[src/design/bffs_pkg.sv]
// ----------------------------------------------------------------------------
// bffs_pkg: shared types and constants of the bracket frame field splitter
// Character codes, scan event struct and defaults used across the block.
// ----------------------------------------------------------------------------
package bffs_pkg;

  localparam int unsigned MaxFieldsDefault = 8;
  localparam logic [7:0]  MinLenReset      = 8'd4;

  localparam logic [7:0] ChSqOpen  = 8'h5B;  // '['
  localparam logic [7:0] ChSqClose = 8'h5D;  // ']'
  localparam logic [7:0] ChPOpen   = 8'h28;  // '('
  localparam logic [7:0] ChPClose  = 8'h29;  // ')'
  localparam logic [7:0] ChSemi    = 8'h3B;  // ';'

  localparam logic [1:0] KindNone  = 2'd0;
  localparam logic [1:0] KindSq    = 2'd1;
  localparam logic [1:0] KindParen = 2'd2;

  // table entry: length in the upper byte, start in the lower byte
  localparam int unsigned EntryW = 16;

  typedef struct packed {
    logic fail;   // single kind-0 result
    logic burst;  // frame closed with kept fields
    logic paren;  // closer was ')'
  } scan_evt_t;

  function automatic logic is_alnum(input logic [7:0] b);
    is_alnum = (b >= 8'h41 && b <= 8'h5A) || (b >= 8'h61 && b <= 8'h7A) ||
               (b >= 8'h30 && b <= 8'h39);
  endfunction

endpackage

[src/design/bracket_frame_field_splitter.sv]
// ----------------------------------------------------------------------------
// bracket_frame_field_splitter: bracket frame field splitter, top level
// Scanner, field table RAM and result readout with an output register.
// ----------------------------------------------------------------------------
// Usage:
//   s_axis carries one buffer byte per transaction in tdata; tlast marks the
//   final byte of the buffer. m_axis returns field results: tuser is the
//   frame kind, tlast marks the last result of a burst.
//   cfg_wr_en_i / cfg_wr_data_i set the minimum kept field length (reset 4);
//   write it only while the block is idle.
//   Throughput: one byte per cycle while no result is pending. A failure
//   result is loaded in the accepting cycle and shows in the cycle after.
//   A closing bracket with N kept fields starts a readout burst of one table
//   read and one output load per field, in turn, since the field table has a
//   single read port; s_axis_tready stays low during the burst.
//   The output register lets a byte be accepted while a result waits, as
//   long as the result is taken in the same cycle or the register is free.
//   If m_axis_tready is low the burst and the input both stall; nothing is
//   lost. Reset clears scan state and the output valid; the table needs no
//   clearing since entries are read only after being written.
// ----------------------------------------------------------------------------
module bracket_frame_field_splitter #(
  parameter int unsigned MaxFields = bffs_pkg::MaxFieldsDefault
) (
  input  logic        clk_i,
  input  logic        rst_ni,
  input  logic        cfg_wr_en_i,
  input  logic [7:0]  cfg_wr_data_i,   // min_field_length
  input  logic        s_axis_tvalid,
  output logic        s_axis_tready,
  input  logic [7:0]  s_axis_tdata,    // [7:0] data_byte
  input  logic        s_axis_tlast,    // end_of_buffer
  output logic        m_axis_tvalid,
  input  logic        m_axis_tready,
  output logic [23:0] m_axis_tdata,    // [3:0] field_count, [6:4] field_number,
                                       // [14:7] field_start, [22:15] field_length
  output logic [1:0]  m_axis_tuser,    // [1:0] frame_kind
  output logic        m_axis_tlast     // last_of_run
);
  import bffs_pkg::*;

  localparam int unsigned IdxW = (MaxFields > 1) ? $clog2(MaxFields) : 1;
  localparam int unsigned CntW = $clog2(MaxFields + 1);

  typedef enum logic [2:0] {
    ST_IDLE = 3'b001,
    ST_READ = 3'b010,
    ST_SHOW = 3'b100
  } state_e;

  state_e            state_q, state_d;
  logic [7:0]        min_len_q;
  logic              acc;
  logic              out_free;
  logic              tbl_we;
  logic [IdxW-1:0]   tbl_waddr;
  logic [EntryW-1:0] tbl_wdata;
  logic [EntryW-1:0] tbl_rdata;
  scan_evt_t         evt;
  logic [CntW-1:0]   cnt;
  logic [CntW-1:0]   bcnt_q, bcnt_d;
  logic              bparen_q, bparen_d;
  logic [IdxW-1:0]   ridx_q, ridx_d;
  logic              rd_last;

  logic              ov_q, ov_d;
  logic              load;
  logic [1:0]        kind_d, kind_q;
  logic [3:0]        fcnt_d, fcnt_q;
  logic [2:0]        fnum_d, fnum_q;
  logic [7:0]        fstart_d, fstart_q;
  logic [7:0]        flen_d, flen_q;
  logic              last_d, last_q;

  assign out_free      = !ov_q || m_axis_tready;
  assign s_axis_tready = (state_q == ST_IDLE) && out_free;
  assign acc           = s_axis_tvalid && s_axis_tready;

  bffs_scan #(.MaxFields(MaxFields)) u_scan (
    .clk_i      (clk_i),
    .rst_ni     (rst_ni),
    .acc_i      (acc),
    .byte_i     (s_axis_tdata),
    .eob_i      (s_axis_tlast),
    .min_len_i  (min_len_q),
    .tbl_we_o   (tbl_we),
    .tbl_waddr_o(tbl_waddr),
    .tbl_wdata_o(tbl_wdata),
    .evt_o      (evt),
    .cnt_o      (cnt)
  );

  bffs_ram #(.Width(EntryW), .Depth(MaxFields)) u_tbl (
    .clk_i  (clk_i),
    .we_i   (tbl_we),
    .waddr_i(tbl_waddr),
    .wdata_i(tbl_wdata),
    .re_i   (state_q == ST_READ),
    .raddr_i(ridx_q),
    .rdata_o(tbl_rdata)
  );

  assign rd_last = ((CntW+1)'(ridx_q) + 1'b1) == (CntW+1)'(bcnt_q);

  always_comb begin
    state_d  = state_q;
    bcnt_d   = bcnt_q;
    bparen_d = bparen_q;
    ridx_d   = ridx_q;
    load     = 1'b0;
    kind_d   = KindNone;
    fcnt_d   = 4'd0;
    fnum_d   = 3'd0;
    fstart_d = 8'd0;
    flen_d   = 8'd0;
    last_d   = 1'b1;

    case (state_q)
      ST_IDLE: begin
        if (evt.fail) begin
          load = 1'b1;
        end else if (evt.burst) begin
          bcnt_d   = cnt;
          bparen_d = evt.paren;
          ridx_d   = '0;
          state_d  = ST_READ;
        end
      end
      ST_READ: begin
        state_d = ST_SHOW;
      end
      ST_SHOW: begin
        if (out_free) begin
          load     = 1'b1;
          kind_d   = bparen_q ? KindParen : KindSq;
          fcnt_d   = 4'(bcnt_q);
          fnum_d   = 3'(ridx_q);
          fstart_d = tbl_rdata[7:0];
          flen_d   = tbl_rdata[15:8];
          last_d   = rd_last;
          if (rd_last) begin
            state_d = ST_IDLE;
          end else begin
            ridx_d  = ridx_q + 1'b1;
            state_d = ST_READ;
          end
        end
      end
      default: state_d = ST_IDLE;
    endcase

    ov_d = load ? 1'b1 : (ov_q && !m_axis_tready);
  end

  always_ff @(posedge clk_i or negedge rst_ni) begin
    if (!rst_ni) begin
      state_q   <= ST_IDLE;
      ov_q      <= 1'b0;
      min_len_q <= MinLenReset;
      bcnt_q    <= '0;
      bparen_q  <= 1'b0;
      ridx_q    <= '0;
    end else begin
      state_q  <= state_d;
      ov_q     <= ov_d;
      bcnt_q   <= bcnt_d;
      bparen_q <= bparen_d;
      ridx_q   <= ridx_d;
      if (cfg_wr_en_i) begin
        min_len_q <= cfg_wr_data_i;
      end
    end
  end

  always_ff @(posedge clk_i) begin
    if (load) begin
      kind_q   <= kind_d;
      fcnt_q   <= fcnt_d;
      fnum_q   <= fnum_d;
      fstart_q <= fstart_d;
      flen_q   <= flen_d;
      last_q   <= last_d;
    end
  end

  assign m_axis_tvalid = ov_q;
  assign m_axis_tuser  = kind_q;
  assign m_axis_tlast  = last_q;
  assign m_axis_tdata  = {1'b0, flen_q, fstart_q, fnum_q, fcnt_q};

endmodule

[src/design/bffs_ram.sv]
// ----------------------------------------------------------------------------
// bffs_ram: generic single-port-write, single-port-read RAM
// One write and one registered read per cycle.
// ----------------------------------------------------------------------------
module bffs_ram #(
  parameter  int unsigned Width = 16,
  parameter  int unsigned Depth = 8,
  localparam int unsigned AddrW = (Depth > 1) ? $clog2(Depth) : 1
) (
  input  logic             clk_i,
  input  logic             we_i,
  input  logic [AddrW-1:0] waddr_i,
  input  logic [Width-1:0] wdata_i,
  input  logic             re_i,
  input  logic [AddrW-1:0] raddr_i,
  output logic [Width-1:0] rdata_o
);

  logic [Width-1:0] mem_q [Depth];
  logic [Width-1:0] rdata_q;

  always_ff @(posedge clk_i) begin
    if (we_i) begin
      mem_q[waddr_i] <= wdata_i;
    end
    if (re_i) begin
      rdata_q <= mem_q[raddr_i];
    end
  end

  assign rdata_o = rdata_q;

endmodule

[src/design/bffs_scan.sv]
// ----------------------------------------------------------------------------
// bffs_scan: frame scanner
// Tracks position, frame phase and the open field; writes kept fields to
// the field table and flags failure or burst events per byte.
// ----------------------------------------------------------------------------
module bffs_scan #(
  parameter  int unsigned MaxFields = bffs_pkg::MaxFieldsDefault,
  localparam int unsigned IdxW      = (MaxFields > 1) ? $clog2(MaxFields) : 1,
  localparam int unsigned CntW      = $clog2(MaxFields + 1)
) (
  input  logic                 clk_i,
  input  logic                 rst_ni,
  input  logic                 acc_i,
  input  logic [7:0]           byte_i,
  input  logic                 eob_i,
  input  logic [7:0]           min_len_i,
  output logic                 tbl_we_o,
  output logic [IdxW-1:0]      tbl_waddr_o,
  output logic [bffs_pkg::EntryW-1:0] tbl_wdata_o,
  output bffs_pkg::scan_evt_t  evt_o,
  output logic [CntW-1:0]      cnt_o
);
  import bffs_pkg::*;

  typedef enum logic [2:0] {
    PH_WAIT  = 3'b001,
    PH_FRAME = 3'b010,
    PH_DONE  = 3'b100
  } phase_e;

  phase_e          phase_q, phase_d;
  logic            paren_q, paren_d;
  logic [7:0]      pos_q, pos_d;
  logic [7:0]      len_q, len_d;
  logic            valid_q, valid_d;
  logic [CntW-1:0] kept_q, kept_d;
  logic [7:0]      start_q, start_d;

  logic            keep;
  logic [CntW-1:0] kept_inc;
  logic [7:0]      closer;
  logic [7:0]      pos_nx;

  assign pos_nx   = pos_q + 8'd1;
  assign kept_inc = kept_q + 1'b1;
  assign closer   = paren_q ? ChPClose : ChSqClose;
  assign keep     = valid_q && (len_q >= min_len_i) &&
                    (kept_q < CntW'(MaxFields));

  assign tbl_waddr_o = kept_q[IdxW-1:0];
  assign tbl_wdata_o = {len_q, start_q};

  always_comb begin
    phase_d  = phase_q;
    paren_d  = paren_q;
    pos_d    = pos_nx;
    len_d    = len_q;
    valid_d  = valid_q;
    kept_d   = kept_q;
    start_d  = start_q;
    tbl_we_o = 1'b0;
    evt_o    = '0;
    evt_o.paren = paren_q;
    cnt_o    = kept_q;

    case (phase_q)
      PH_WAIT: begin
        if (byte_i == ChSqOpen || byte_i == ChPOpen) begin
          paren_d = (byte_i == ChPOpen);
          start_d = pos_nx;
          len_d   = 8'd0;
          valid_d = 1'b1;
          kept_d  = '0;
          phase_d = PH_FRAME;
        end
      end
      PH_FRAME: begin
        if (byte_i == ChSemi) begin
          if (keep) begin
            tbl_we_o = 1'b1;
            kept_d   = kept_inc;
            if (kept_inc == CntW'(MaxFields)) begin
              evt_o.fail = 1'b1;
              phase_d    = PH_DONE;
            end
          end
          start_d = pos_nx;
          len_d   = 8'd0;
          valid_d = 1'b1;
        end else if (byte_i == closer) begin
          if (keep) begin
            tbl_we_o = 1'b1;
            kept_d   = kept_inc;
          end
          cnt_o       = kept_d;
          evt_o.fail  = (kept_d == '0);
          evt_o.burst = (kept_d != '0);
          phase_d     = PH_DONE;
        end else if (is_alnum(byte_i)) begin
          if (len_q != 8'hFF) begin
            len_d = len_q + 8'd1;
          end
        end else begin
          valid_d = 1'b0;
        end
      end
      default: ;  // done: ignore bytes until end of buffer
    endcase

    if (eob_i) begin
      // open or unstarted frame at end of buffer fails
      if (phase_d == PH_WAIT || phase_d == PH_FRAME) begin
        evt_o.fail = 1'b1;
      end
      phase_d = PH_WAIT;
      paren_d = 1'b0;
      pos_d   = 8'd0;
      len_d   = 8'd0;
      valid_d = 1'b1;
      kept_d  = '0;
      start_d = 8'd0;
    end

    if (!acc_i) begin
      tbl_we_o = 1'b0;
      evt_o.fail  = 1'b0;
      evt_o.burst = 1'b0;
    end
  end

  always_ff @(posedge clk_i or negedge rst_ni) begin
    if (!rst_ni) begin
      phase_q <= PH_WAIT;
      paren_q <= 1'b0;
      pos_q   <= 8'd0;
      len_q   <= 8'd0;
      valid_q <= 1'b1;
      kept_q  <= '0;
      start_q <= 8'd0;
    end else if (acc_i) begin
      phase_q <= phase_d;
      paren_q <= paren_d;
      pos_q   <= pos_d;
      len_q   <= len_d;
      valid_q <= valid_d;
      kept_q  <= kept_d;
      start_q <= start_d;
    end
  end

endmodule
[config.mk]
export PLATFORM = sky130hd
export DESIGN_NAME = bracket_frame_field_splitter
export DESIGN_NICKNAME = d
export VERILOG_FILES = /design/src/design/bffs_pkg.sv /design/src/design/bracket_frame_field_splitter.sv /design/src/design/bffs_ram.sv /design/src/design/bffs_scan.sv
export SDC_FILE = /design/constraint.sdc
export NUM_CORES = 1
export LEC_CHECK = 0
export BUFFER_PORTS_ARGS = -buffer_cell sky130_fd_sc_hd__buf_2
export CORE_MARGIN = 1
export CORE_UTILIZATION = 35
export DETAILED_ROUTE_END_ITERATION = 12
export PLACE_DENSITY = 0.62
export SLEW_MARGIN = 30
export SYNTH_ARGS = -nofsm -noshare
export SYNTH_HDL_FRONTEND = slang
export SYNTH_SLANG_ARGS = --single-unit
[constraint.sdc]
create_clock -name clk_i -period 9.7 [get_ports clk_i]
set_clock_uncertainty 0.1 [all_clocks]
set_input_delay 1.94 -clock clk_i [delete_from_list [all_inputs] [get_ports clk_i]]
set_output_delay 1.94 -clock clk_i [all_outputs]
set_load 0.02 [all_outputs]
==> key figures, run 1 <==
STA
  – Final Cycle Share: 50.2%
  – Fin. Hold Viols: 0
  – Minimum clock period: 4.87 ns
  – Max-slew violations: 0
  – Worst slew margin: 39.8%
  – Worst-Margin Slew: 0.903 ns
  – Hold Slack: 0.385 ns
  – RSZ-0062 raised after global routing: false
  – Fmax: 0.206 GHz
  – Final setup TNS: 0 ns
  – Final setup margin: 4.83 ns
  – # setup viols final: 0

Floorplanning
  – Starting density of the core: 36.1%
  – # rows: 59
  – Die Span Y: 167 um
  – Core area: 26400 um2
  – Die Area: 27800 um2
  – I/O pins: 51
  – Die Wd: 167 um

Critical path
  – Startpoint type of the worst setup path: input pin
  – Cell breakdown of the critical path: buf_2 > nor2b_1 > nor3_2 > buf_2
  – Arrival @ worst endpoint: 2.83 ns
  – Setup crit end kind: primary output
  – Worst path bufs/invs: 2
  – CP required: 7.66 ns
  – Worst-path fanout max: 8
  – Cell family with the largest share of critical-path delay: simple AND/OR/NAND/NOR gates
  – Crit Path Class: input pin to primary output
  – Slowest Stage Delay on Critical Path: 0.49 ns
  – CP most frequent cell: buf_2
  – CP max stage cell: nor2b_1

Drt
  – Post-DRT Antenna Nets: 0
  – Vias: 5377
  – DR DRC count: 0
  – Initial DRC Count: 453
  – Pre-antenna DRT Iters: 5
  – DRT Wirelength: 18.2 mm
  – Routed wire length per instance: 17.2 um
  – Avg Vias per Cell: 5.07

Global routing
  – Met1 Track Usage GR: 20.9%
  – GRT Util Overall: 13.4%
  – Largest net degree at the start of global routing: 54
  – Met3 Usage GRT: 2.26%
  – GR Overflow Total: 0
  – Initial antenna violation count: 0
  – GRT met2 Usage: 19.6%
  – First-pass GRT wire length: 30.0 mm
  – Vias in the first global route: 5333
  – Gr busiest metal: met1

Clock network
  – Post_cts resized: 0
  – Clk buf depth: 3
  – Clock Latency Late Sink: 0.51 ns
  – CTS Buf Count: 23
  – TritonCTS sink count: 223
  – CTS tree: done
  – Clock Pin Slew Worst Setup and Hold Paths: 0.06 ns
  – Post-CTS setup buffer count: 0
  – CTS Root Cell: clkbuf_16
  – H-tree levels: 1
  – Cts hold-fix bufs: 0

Power
  – Worst vdd ir: 94.5 uV
  – Leak: 4.13 nW
  – Tot Pwr: 0.00205 W
  – Pwr dens: 188 nW/um2

Synth
  – Post-synthesis sequential area ratio: 67.7%
  – Synth top area share: 53.7%
  – Synth Register Bits: 223
  – Syn. warnings: 0
  – Post-Syn Area: 9510 um2
  – Post-Syn Nets: 694
  – Mean Syn Cell Area: 14.4 um2
  – Yosys cell types: 70
  – Synth Flop Type: edfxtp_1
  – EDFF count, synth: 170
  – Ys async rst share: 23.8%
  – Synth area leader: edfxtp_1
  – Synth Instances: 660
  – Synth top area cells: edfxtp_1 (54%), dfrtp_1 (13%), mux4_2 (7.6%)

Layout
  – Antenna Cells: 0
  – Share of cells above drive strength 1: 21.8%
  – P&R area growth vs syn: 14.8%
  – Nets: 743

Min path
  – Hold Crit Class: flip-flop to flip-flop

Placement
  – Place WS: 4.83 ns
  – Final RePlAce weighted congestion: 0.822
  – DP HPWL: 12.2 mm
  – Input/output buffers: 49

Run status
  – Outcome: completed

Run
  – Max Cap Viol: 0
[registers in the layout, indices dropped and copies added (netlist names), 2 cells and up]
register,cells
u_scan.len_q,8
u_scan.pos_q,8
u_tbl.mem_q,128
u_scan.kept_q,4
fstart_q,8
bcnt_q,4
min_len_q,8
flen_q,8
u_scan.start_q,8
u_tbl.rdata_o,16
m_axis_tuser,2
ridx_q,3
u_scan.phase_q,3
fcnt_q,4
fnum_q,3
state_q,3
[synthesized netlist by cell type, types with 2 or more instances]
cell	n
edfxtp_1	170
nand2_1	102
dfrtp_1	49
and3_1	33
o21ai_0	33
mux4_2	32
nor2_1	21
clkbuf_1	19
inv_1	16
xnor2_1	14
nand3_1	13
ha_1	12
nand2b_1	12
a21oi_1	11
nor3_1	10
o31ai_1	10
buf_2	8
a31oi_1	7
nor2b_1	6
nor3b_1	6
o21ai_1	5
a21o_1	4
dfstp_2	4
nand3b_1	3
o22ai_1	3
xor2_1	3
a221o_1	2
buf_1	2
buf_4	2
buf_6	2
mux2_2	2
mux2i_1	2
nor3_2	2
o21ai_2	2
or2_1	2
or2_2	2
[path summary, 6_finish.rpt]
kind	from	end	slack (ns)	depth (start not counted)
setup / recovery	m_axis_tready	s_axis_tready	4.83	4
hold / removal	u_scan.valid_q	u_scan.valid_q	0.39	2
setup reg to reg	u_scan.len_q[3]	u_tbl.mem_q[2][12]	6.20	7
hold reg to reg	u_scan.valid_q	u_scan.valid_q	0.39	2
max in group asynchronous	rst_ni	ridx_q[0]	7.54	2
min in group asynchronous	rst_ni	u_scan.phase_q[2]	1.47	2
[cells in the final DEF, fill, tap and decap left out, drive strengths merged, types with 7 or more instances in the layout]
| master | Yosys | routed |
|---|---|---|
| edfxtp | 170 | 170 |
| nand2 | 102 | 102 |
| buf | 14 | 58 |
| dfrtp | 49 | 49 |
| o21ai | 40 | 40 |
| and3 | 34 | 34 |
| mux4 | 32 | 32 |
| clkbuf | 20 | 28 |
| nor2 | 22 | 22 |
| inv | 16 | 17 |
| xnor2 | 14 | 14 |
| nand3 | 13 | 13 |
| nand2b | 12 | 12 |
| ha | 12 | 12 |
| a21oi | 12 | 12 |
| nor3 | 12 | 12 |
| clkinv | 1 | 11 |
| o31ai | 10 | 10 |
| nor3b | 8 | 8 |
| a31oi | 7 | 7 |
[worst min-delay path, delay by kind of cell (launching register included)]
| kind | cells | cell delay [ns] |
|---|---|---|
| AOI/OAI and AO/OA | 1 | 0.07 |
| DFF | 1 | 0.36 |
| and+or+nand+nor | 1 | 0.06 |
[per-stage QoR]
stage	util (%)	instance area [um2]	std cells
finish	41.4	10900	1061
global route	41.4	10900	1061
CTS	41.4	10900	1061
detailed placement	38.5	10100	1019
global placement	38.4	10100	1019
floorplan	-	9510	660
[cells by family after synthesis]
group                    share of synthesized area (%)
multiplexers                                      8.03
flip-flops                                        67.7
AND/OR/NAND/NOR                                   12.6
AO/OA/AOI/OAI                                     6.09
other                                           0.0394
buffers and inverters                             2.40
XOR/XNOR                                          1.57
adder cells (fa/ha/maj)                           1.58
[where the power goes]
part | switching (W) | total, W | internal, W | leakage (nW)
Sequential | 0.0000171 | 0.00107 | 0.00105 | 2.38
Clock | 0.000351 | 0.000888 | 0.000536 | 0.377
Combinational | 0.0000650 | 0.0000958 | 0.0000308 | 1.37
Total | 0.000434 | 0.00205 | 0.00162 | 4.13
[routing by layer]
layer  share of wire [%]  up-vias
li1                    -     2591
met3                 5.0       26
met4                 1.6        0
met1                  50     2609
met2                  43      151
met5                   0        -
[final cells by class]
| cell class | instances | area [um2] |
|---|---|---|
| tap | 335 | 419 |
| multi-input combinational | 386 | 2910 |
| timing repair buffer | 58 | 313 |
| clock inverter | 14 | 144 |
| fill | 2398 | 15400 |
| inverter | 17 | 63.8 |
| clock buffer | 28 | 624 |
| sequential | 223 | 6440 |
Note: power is estimated with default switching activity, not from simulation.
==> run 2, diff against run 1 <==
--- a/config.mk
+++ b/config.mk
@@ -9,7 +9,7 @@
 export CORE_MARGIN = 1
 export CORE_UTILIZATION = 35
 export DETAILED_ROUTE_END_ITERATION = 12
-export PLACE_DENSITY = 0.62
+export PLACE_DENSITY = 0.63
 export SLEW_MARGIN = 30
 export SYNTH_ARGS = -nofsm -noshare
 export SYNTH_HDL_FRONTEND = slang
==> constraint.sdc (replaced) <==
create_clock -name clk_i -period 4.1 [get_ports clk_i]
set_clock_uncertainty 0.1 [all_clocks]
set_input_delay 0.82 -clock clk_i [delete_from_list [all_inputs] [get_ports clk_i]]
set_output_delay 0.82 -clock clk_i [all_outputs]
set_load 0.02 [all_outputs]
==> run 2 against run 1 <==
Final area grew 0.89%. Sequential cell count is the same. Register-to-register slack lost 5.3 ns. Die area is the same. Power grew 140%. Critical path depth grew 5. Critical path type is now flip-flop to flip-flop. Routed wire length grew 3.2%. Non-clock buffer count grew 8. Highest routed layer unchanged.
==> key figures, run 2 (synthesis gave the netlist of run 1 again) <==
Clock network
  – CTS Root Cell: clkbuf_16
  – H-tree levels: 1 (unchanged)
  – CTS Buf Count: 24 (+4.3%)
  – Clock Latency Late Sink: 0.52 ns (about the same)
  – CTS tree: done
  – Post_cts resized: 0 (unchanged)
  – Cts hold-fix bufs: 0 (unchanged)
  – Clk buf depth: 3 (unchanged)
  – TritonCTS sink count: 223 (unchanged)
  – Post-CTS setup buffer count: 0 (unchanged)
  – Clock Pin Slew Worst Setup and Hold Paths: 0.06 ns (about the same)

Critical path
  – Crit Path Class: flip-flop to flip-flop
  – Cell breakdown of the critical path: ha_1 > and3_1 > a221o_1 > and2_4 > nor2_1 > o22ai_1 > a22oi_1 > o21ai_2 > buf_4
  – Cell family with the largest share of critical-path delay: compound AO/OA/AOI/OAI gates
  – CP max stage cell: dfrtp_1
  – Setup crit end kind: flip-flop
  – Slowest Stage Delay on Critical Path: 0.59 ns (+0.10 ns)
  – Worst path bufs/invs: 1 (-1)
  – Arrival @ worst endpoint: 3.31 ns (+0.48 ns)
  – CP required: 4.25 ns (-3.41 ns)
  – Worst-path fanout max: 26 (+18)
  – Startpoint type of the worst setup path: flip-flop

STA
  – Fin. Hold Viols: 0 (unchanged)
  – Final Cycle Share: 77.1%
  – Worst slew margin: 50.8% (+11 points)
  – Fmax: 0.316 GHz
  – Worst-Margin Slew: 0.737 ns (-0.165 ns)
  – RSZ-0062 raised after global routing: false
  – Max-slew violations: 0 (unchanged)
  – Minimum clock period: 3.16 ns
  – # setup viols final: 0 (unchanged)
  – Final setup margin: 0.937 ns (-3.90 ns)
  – Final setup TNS: 0 ns (unchanged)

Drt
  – Vias: 5523 (+2.7%)
  – Post-DRT Antenna Nets: 0 (unchanged)
  – Avg Vias per Cell: 5.16 (+1.8%)
  – Initial DRC Count: 463 (+2.2%)
  – DR DRC count: 0 (unchanged)
  – DRT Wirelength: 18.8 mm (+3.2%)
  – Routed wire length per instance: 17.5 um (+2.3%)
  – Pre-antenna DRT Iters: 4 (-1)

Placement
  – Final RePlAce weighted congestion: 0.870 (+5.8%)
  – DP Area: 10200 um2 (+0.35%)
  – DP HPWL: 12.3 mm (+0.94%)
  – Input/output buffers: 49 (unchanged)
  – Place WS: 0.800 ns (-4.03 ns)

Global routing
  – Initial antenna violation count: 0 (unchanged)
  – GR Overflow Total: 0 (unchanged)
  – Largest net degree at the start of global routing: 37 (-31%)
  – First-pass GRT wire length: 30.6 mm (+2.1%)
  – GRT Util Overall: 13.9% (+0.48 points)
  – Vias in the first global route: 5433 (+1.9%)

Power
  – Pwr dens: 453 nW/um2 (+140%)
  – Worst vdd ir: 242 uV (+160%)
  – Leak: 4.20 nW (+1.8%)

Layout
  – Share of cells above drive strength 1: 23.4% (+1.6 points)
  – Multi-input gate area: 2890 um2 (-0.86%)
  – Most common cell after layout, fill and taps aside: edfxtp_1
  – Max FFs per register: 128 (unchanged)
  – Most frequent cells in the layout: edfxtp_1 (170), nand2_1 (102), dfrtp_1 (48), buf_2 (48), and3_1 (33)
  – P&R area growth vs syn: 15.8%
  – Antenna Cells: 0 (unchanged)
  – Flip-flop and latch area: 6440 um2 (unchanged)
  – Fill cells: 2374 (-1.0%)
  – Post-route cell area: 11000 um2 (+0.89%)
  – Nets: 752 (+1.2%)
  – Top reg by flops: u_tbl.mem_q

Floorplanning
  – # rows: 59 (unchanged)
  – Core area: 26400 um2 (unchanged)
  – I/O pins: 51 (unchanged)
  – Die Wd: 167 um (unchanged)
  – Die Area: 27800 um2 (unchanged)
  – Die Span Y: 167 um (unchanged)
  – Starting density of the core: 36.1% (unchanged)

Run
  – Max Cap Viol: 0 (unchanged)

Min path
  – Hold Crit Class: input pin to asynchronous set/reset pin

Run status
  – Outcome: completed
[run 2: changes by cell type in the layout (fill, tap and decap cells not counted), sizes merged]
cell      previous run  this run
buf                 58        66
clkinv              11         7
clkinvlp             0         3
clkbuf              28        30
bufinv               3         4
[run 2: stage by stage]
step	cells	hold WS (ns)	total power, W	utilization (%)
after floorplan	660	0.354	0.00271	-
after global placement	1027	0.370	0.00279	38.6
after detailed placement	1027	0.383	0.00279	38.6
after CTS	1071	0.336	0.00502	41.8
after global routing	1071	0.203	0.00515	41.8
final	1071	0.173	0.00499	41.8
[run 2: power by group]
part	total, W	switching [W]	internal [W]
combinational	0.000229	0.000155	0.0000746
clock	0.00224	0.000879	0.00136
sequential	0.00252	0.0000380	0.00248
[run 2: path summary, 6_finish.rpt]
check                                start                end  slack, ns  cells past startpoint
min                                 rst_ni  u_scan.start_q[1]       0.17                      1
max                        u_scan.len_q[5]          flen_q[0]       0.94                      9
max in group asynchronous           rst_ni  u_scan.phase_q[0]       3.04                      2
min in group clk_i          u_scan.valid_q     u_scan.valid_q       0.39                      2
max reg2reg                u_scan.len_q[5]          flen_q[0]       0.94                      9
min reg2reg                 u_scan.valid_q     u_scan.valid_q       0.39                      2
[run 2: layer usage]
metal | vias to the layer above | GRT usage, % | share of wire [%]
met1 | 2767 | 20.0 | 48
li1 | 2594 | - | -
met4 | 0 | 2.94 | 1.4
met3 | 24 | 2.52 | 4.6
met2 | 138 | 22.0 | 46
met5 | - | 0 | 0
[run 2: cell type report]
class                   count  share of cell area, %
multi-input cells         386                   26.2
clock inverters            14                   1.77
well taps                 335                   3.81
repair buffers             66                   3.41
flip-flops and latches    223                   58.5
clock buffers              30                   5.75
inverters                  17                  0.579
==> run 3, diff against run 2 <==
--- a/config.mk
+++ b/config.mk
@@ -5,6 +5,7 @@
 export SDC_FILE = /design/constraint.sdc
 export NUM_CORES = 1
 export LEC_CHECK = 0
+export ABC_AREA = 1
 export BUFFER_PORTS_ARGS = -buffer_cell sky130_fd_sc_hd__buf_2
 export CORE_MARGIN = 1
 export CORE_UTILIZATION = 35
==> constraint.sdc (replaced) <==
create_clock -name clk_i -period 2.7 [get_ports clk_i]
set_clock_uncertainty 0.1 [all_clocks]
set_input_delay 0.54 -clock clk_i [delete_from_list [all_inputs] [get_ports clk_i]]
set_output_delay 0.54 -clock clk_i [all_outputs]
set_load 0.02 [all_outputs]
==> run 3 against run 2 <==
Register-to-register slack worse by 0.83 ns. Global-route usage up 0.17 points. Routed wire length up 9.5%. Combinational power rose to 5.7 times the previous value. Cell count up 30%. Clock power up 38%. Highest routed layer unchanged.
==> key figures, run 3 <==
Power
  – Pwr dens: 732 nW/um2 (+62%)
  – Tot Pwr: 0.00859 W (+72%)
  – P_sw: 0.00240 W (+120%)
  – Sequential power share: 48.7% (-1.8 points)
  – Worst vdd ir: 436 uV (+80%)
  – Clock Power Share: 36.1% (-8.8 points)
  – Gate power share: 15.2% (+11 points)
  – Leak: 4.58 nW (+8.9%)
  – Pint: 0.00619 W (+58%)
  – Switch share: 27.9% (+6.4 points)

Synth
  – EDFF count, synth: 170 (unchanged)
  – Most frequent cells after synthesis: nor2_1 (180), edfxtp_1 (170), nand2_1 (130)
  – Synth Register Bits: 223 (unchanged)
  – Synth area leader: edfxtp_1
  – Synth top area cells: edfxtp_1 (52%), dfrtp_1 (12%), nor2_1 (6.9%)
  – Yosys cell types: 48 (-31%)
  – Mean Syn Cell Area: 10.7 um2 (-26%)
  – Syn. warnings: 0 (unchanged)
  – Post-Syn Area: 9820 um2 (+3.3%)
  – Synth top area share: 52.0% (-1.7 points)
  – Post-Syn Nets: 956 (+38%)
  – Ys async rst share: 23.8% (unchanged)
  – Synth Instances: 922 (+40%)
  – Post-synthesis sequential area ratio: 65.5% (-2.2 points)
  – Most frequent cell after synthesis: nor2_1
  – Synth Flop Type: edfxtp_1

Global routing
  – Initial antenna violation count: 0 (unchanged)
  – First-pass GRT wire length: 32.1 mm (+5.1%)
  – Vias in the first global route: 6280 (+16%)
  – Largest net degree at the start of global routing: 65 (+76%)
  – GRT Util Overall: 14.1% (+0.17 points)
  – GR Overflow Total: 0 (unchanged)

Drt
  – DRT Wirelength: 20.6 mm (+9.5%)
  – Avg Vias per Cell: 4.81 (-6.7%)
  – DR DRC count: 0 (unchanged)
  – Post-DRT Antenna Nets: 0 (unchanged)
  – Vias: 6722 (+22%)
  – Initial DRC Count: 439 (-5.2%)
  – Pre-antenna DRT Iters: 7 (+3)
  – Routed wire length per instance: 14.7 um (-16%)

STA
  – # setup viols final: 0 (unchanged)
  – Worst-Margin Slew: 0.748 ns (+0.0109 ns)
  – Fmax: 0.385 GHz (+22%)
  – Worst slew margin: 50.1% (-0.73 points)
  – Fin. Hold Viols: 0 (unchanged)
  – Hold Slack: 0.136 ns (-0.0378 ns)
  – Final Cycle Share: 96.1% (+19 points)
  – Minimum clock period: 2.60 ns (-0.568 ns)
  – Final setup TNS: 0 ns (unchanged)
  – Max-slew violations: 0 (unchanged)

Clock network
  – TritonCTS sink count: 223 (unchanged)
  – CTS Buf Count: 24 (unchanged)
  – CTS tree: done
  – CTS Root Cell: clkbuf_16
  – Clock Latency Late Sink: 0.52 ns (about the same)
  – H-tree levels: 1 (unchanged)
  – Clock Pin Slew Worst Setup and Hold Paths: 0.06 ns (about the same)
  – Clk buf depth: 3 (unchanged)

Min path
  – Hold Startpoint: cfg_wr_data_i[1]
  – Hold Crit Class: input pin to flip-flop

Layout
  – Antenna Cells: 0 (unchanged)
  – Fill cells: 2541 (+7.0%)
  – Most common cell after layout, fill and taps aside: nor2_1
  – Top reg by flops: u_tbl.mem_q
  – Max FFs per register: 128 (unchanged)
  – Most frequent cells in the layout: nor2_1 (178), edfxtp_1 (170), nand2_1 (123)
  – P&R area growth vs syn: 19.6%
  – Nets: 1041 (+38%)
  – Share of cells above drive strength 1: 19.6% (-3.8 points)

Placement
  – Input/output buffers: 49 (unchanged)
  – DP HPWL: 13.5 mm (+9.5%)
  – Final RePlAce weighted congestion: 0.872 (+0.25%)

Critical path
  – Worst R2R Start: min_len_q[2]
  – Startpoint type of the worst setup path: flip-flop
  – Source of the critical timing path: min_len_q[2]
  – CP required: 2.84 ns (-1.41 ns)
  – Setup crit end kind: flip-flop
  – Worst-path fanout max: 7 (-73%)
  – Crit Path Class: flip-flop to flip-flop
  – Arrival @ worst endpoint: 2.74 ns (-0.57 ns)

Floorplanning
  – Die Area: 28700 um2 (+3.3%)
  – I/O pins: 51 (unchanged)
  – # rows: 60 (+1.7%)
  – Core area: 27300 um2 (+3.4%)
  – Die Wd: 170 um (+1.6%)
  – Die Span Y: 170 um (+1.6%)
  – Starting density of the core: 36.0% (-0.040 points)

Run status
  – Outcome: completed

Run
  – Max Cap Viol: 0 (unchanged)
==> run 3: changes by cell type after synthesis, moves of 12 or more <==
cell      change
nor2_1      +159
o21ai_0      +64
inv_1        +55
and3_1       -32
mux4_2       -32
nand2_1      +28
nand3_1      +15
o22ai_1      +15
nand2b_1     -12
==> run 3: per-stage QoR <==
step                instances  setup WS (ns)  instance area (um2)  util (%)
CTS                      1392         0.0307                11600      42.6
global route             1397        -0.0140                11700      43.1
global placement         1347         0.0487                10900      39.8
detailed placement       1347         0.0407                10900      39.8
floorplan                 922         -0.283                 9890         -
finish                   1397          0.105                11700      43.1
==> run 3: layer usage <==
| layer | vias up | global-route usage [%] | wire length [um] | share of wire (%) |
|---|---|---|---|---|
| met4 | 0 | 2.90 | 297 | 1.4 |
| li1 | 3338 | - | - | - |
| met5 | - | 0 | 0 | 0 |
| met1 | 3208 | 19.3 | 9550 | 46 |
| met3 | 28 | 2.10 | 838 | 4.1 |
| met2 | 148 | 23.8 | 9890 | 48 |
==> run 3: worst paths after layout <==
kind	end	cells past startpoint	slack, ns
max in group asynchronous	min_len_q[2]	3	1.23
hold / removal	min_len_q[1]	3	0.14
hold reg to reg	min_len_q[2]	2	0.40
setup / recovery	fnum_q[1]	17	0.10
min in group asynchronous	u_scan.phase_q[1]	2	0.52
setup reg to reg	fnum_q[1]	17	0.10
==> run 3: kinds of logic after synthesis <==
family | count (synthesis) | share of synthesized area (%)
AND/OR/NAND/NOR | 392 | 17.6
other | 1 | 0.0382
multiplexers | 1 | 0.115
flip-flops | 223 | 65.5
buffers and inverters | 119 | 4.82
adder cells (fa/ha/maj) | 12 | 1.53
AO/OA/AOI/OAI | 165 | 9.52
XOR/XNOR | 9 | 0.803
==> run 3: repair_timing <==
item                                   4_1_cts  5_1_grt
setup buffers                                0        2
hold buffers                                 1        0
setup endpoints to repair                    0       90
endpoints found under the hold margin        1        0
resized for setup                            0       13
==> run 3: power by group through the flow <==
stage          Clock (W)  Combinational (W)  Sequential, W
6_report         0.00310            0.00131        0.00418
5_1_grt          0.00328            0.00146        0.00421
4_1_cts          0.00316            0.00122        0.00418
3_5_place_dp           0            0.00122        0.00425
3_3_place_gp           0            0.00120        0.00425
2_1_floorplan          0           0.000770        0.00428
==> run 3: worst max-delay path, cell delays in order, from the launching register on <==
cell       delay, ns
dfstp_2         0.52
inv_2           0.04
ha_4            0.25
nand2_2         0.04
nor2_1          0.08
nor2_1          0.05
nand2_1         0.06
nand2_2         0.06
nand2_4         0.12
nand2_4         0.08
nand2_1         0.09
nand2_1         0.08
nor2_2          0.13
nand3_1         0.10
nand3_2         0.11
nand2_4         0.08
nand2_4         0.15
clkbuf_16       0.18
==> run 3: area by class of cell <==
| class | count | area (um2) | share of cell area (%) |
|---|---|---|---|
| clock inverter | 15 | 123 | 1.04 |
| clock buffer | 29 | 629 | 5.36 |
| timing repair buffer | 95 | 719 | 6.13 |
| inverter | 83 | 317 | 2.70 |
| multi-input combinational | 580 | 3050 | 26.0 |
| sequential | 223 | 6440 | 54.8 |
| tap | 372 | 465 | 3.96 |
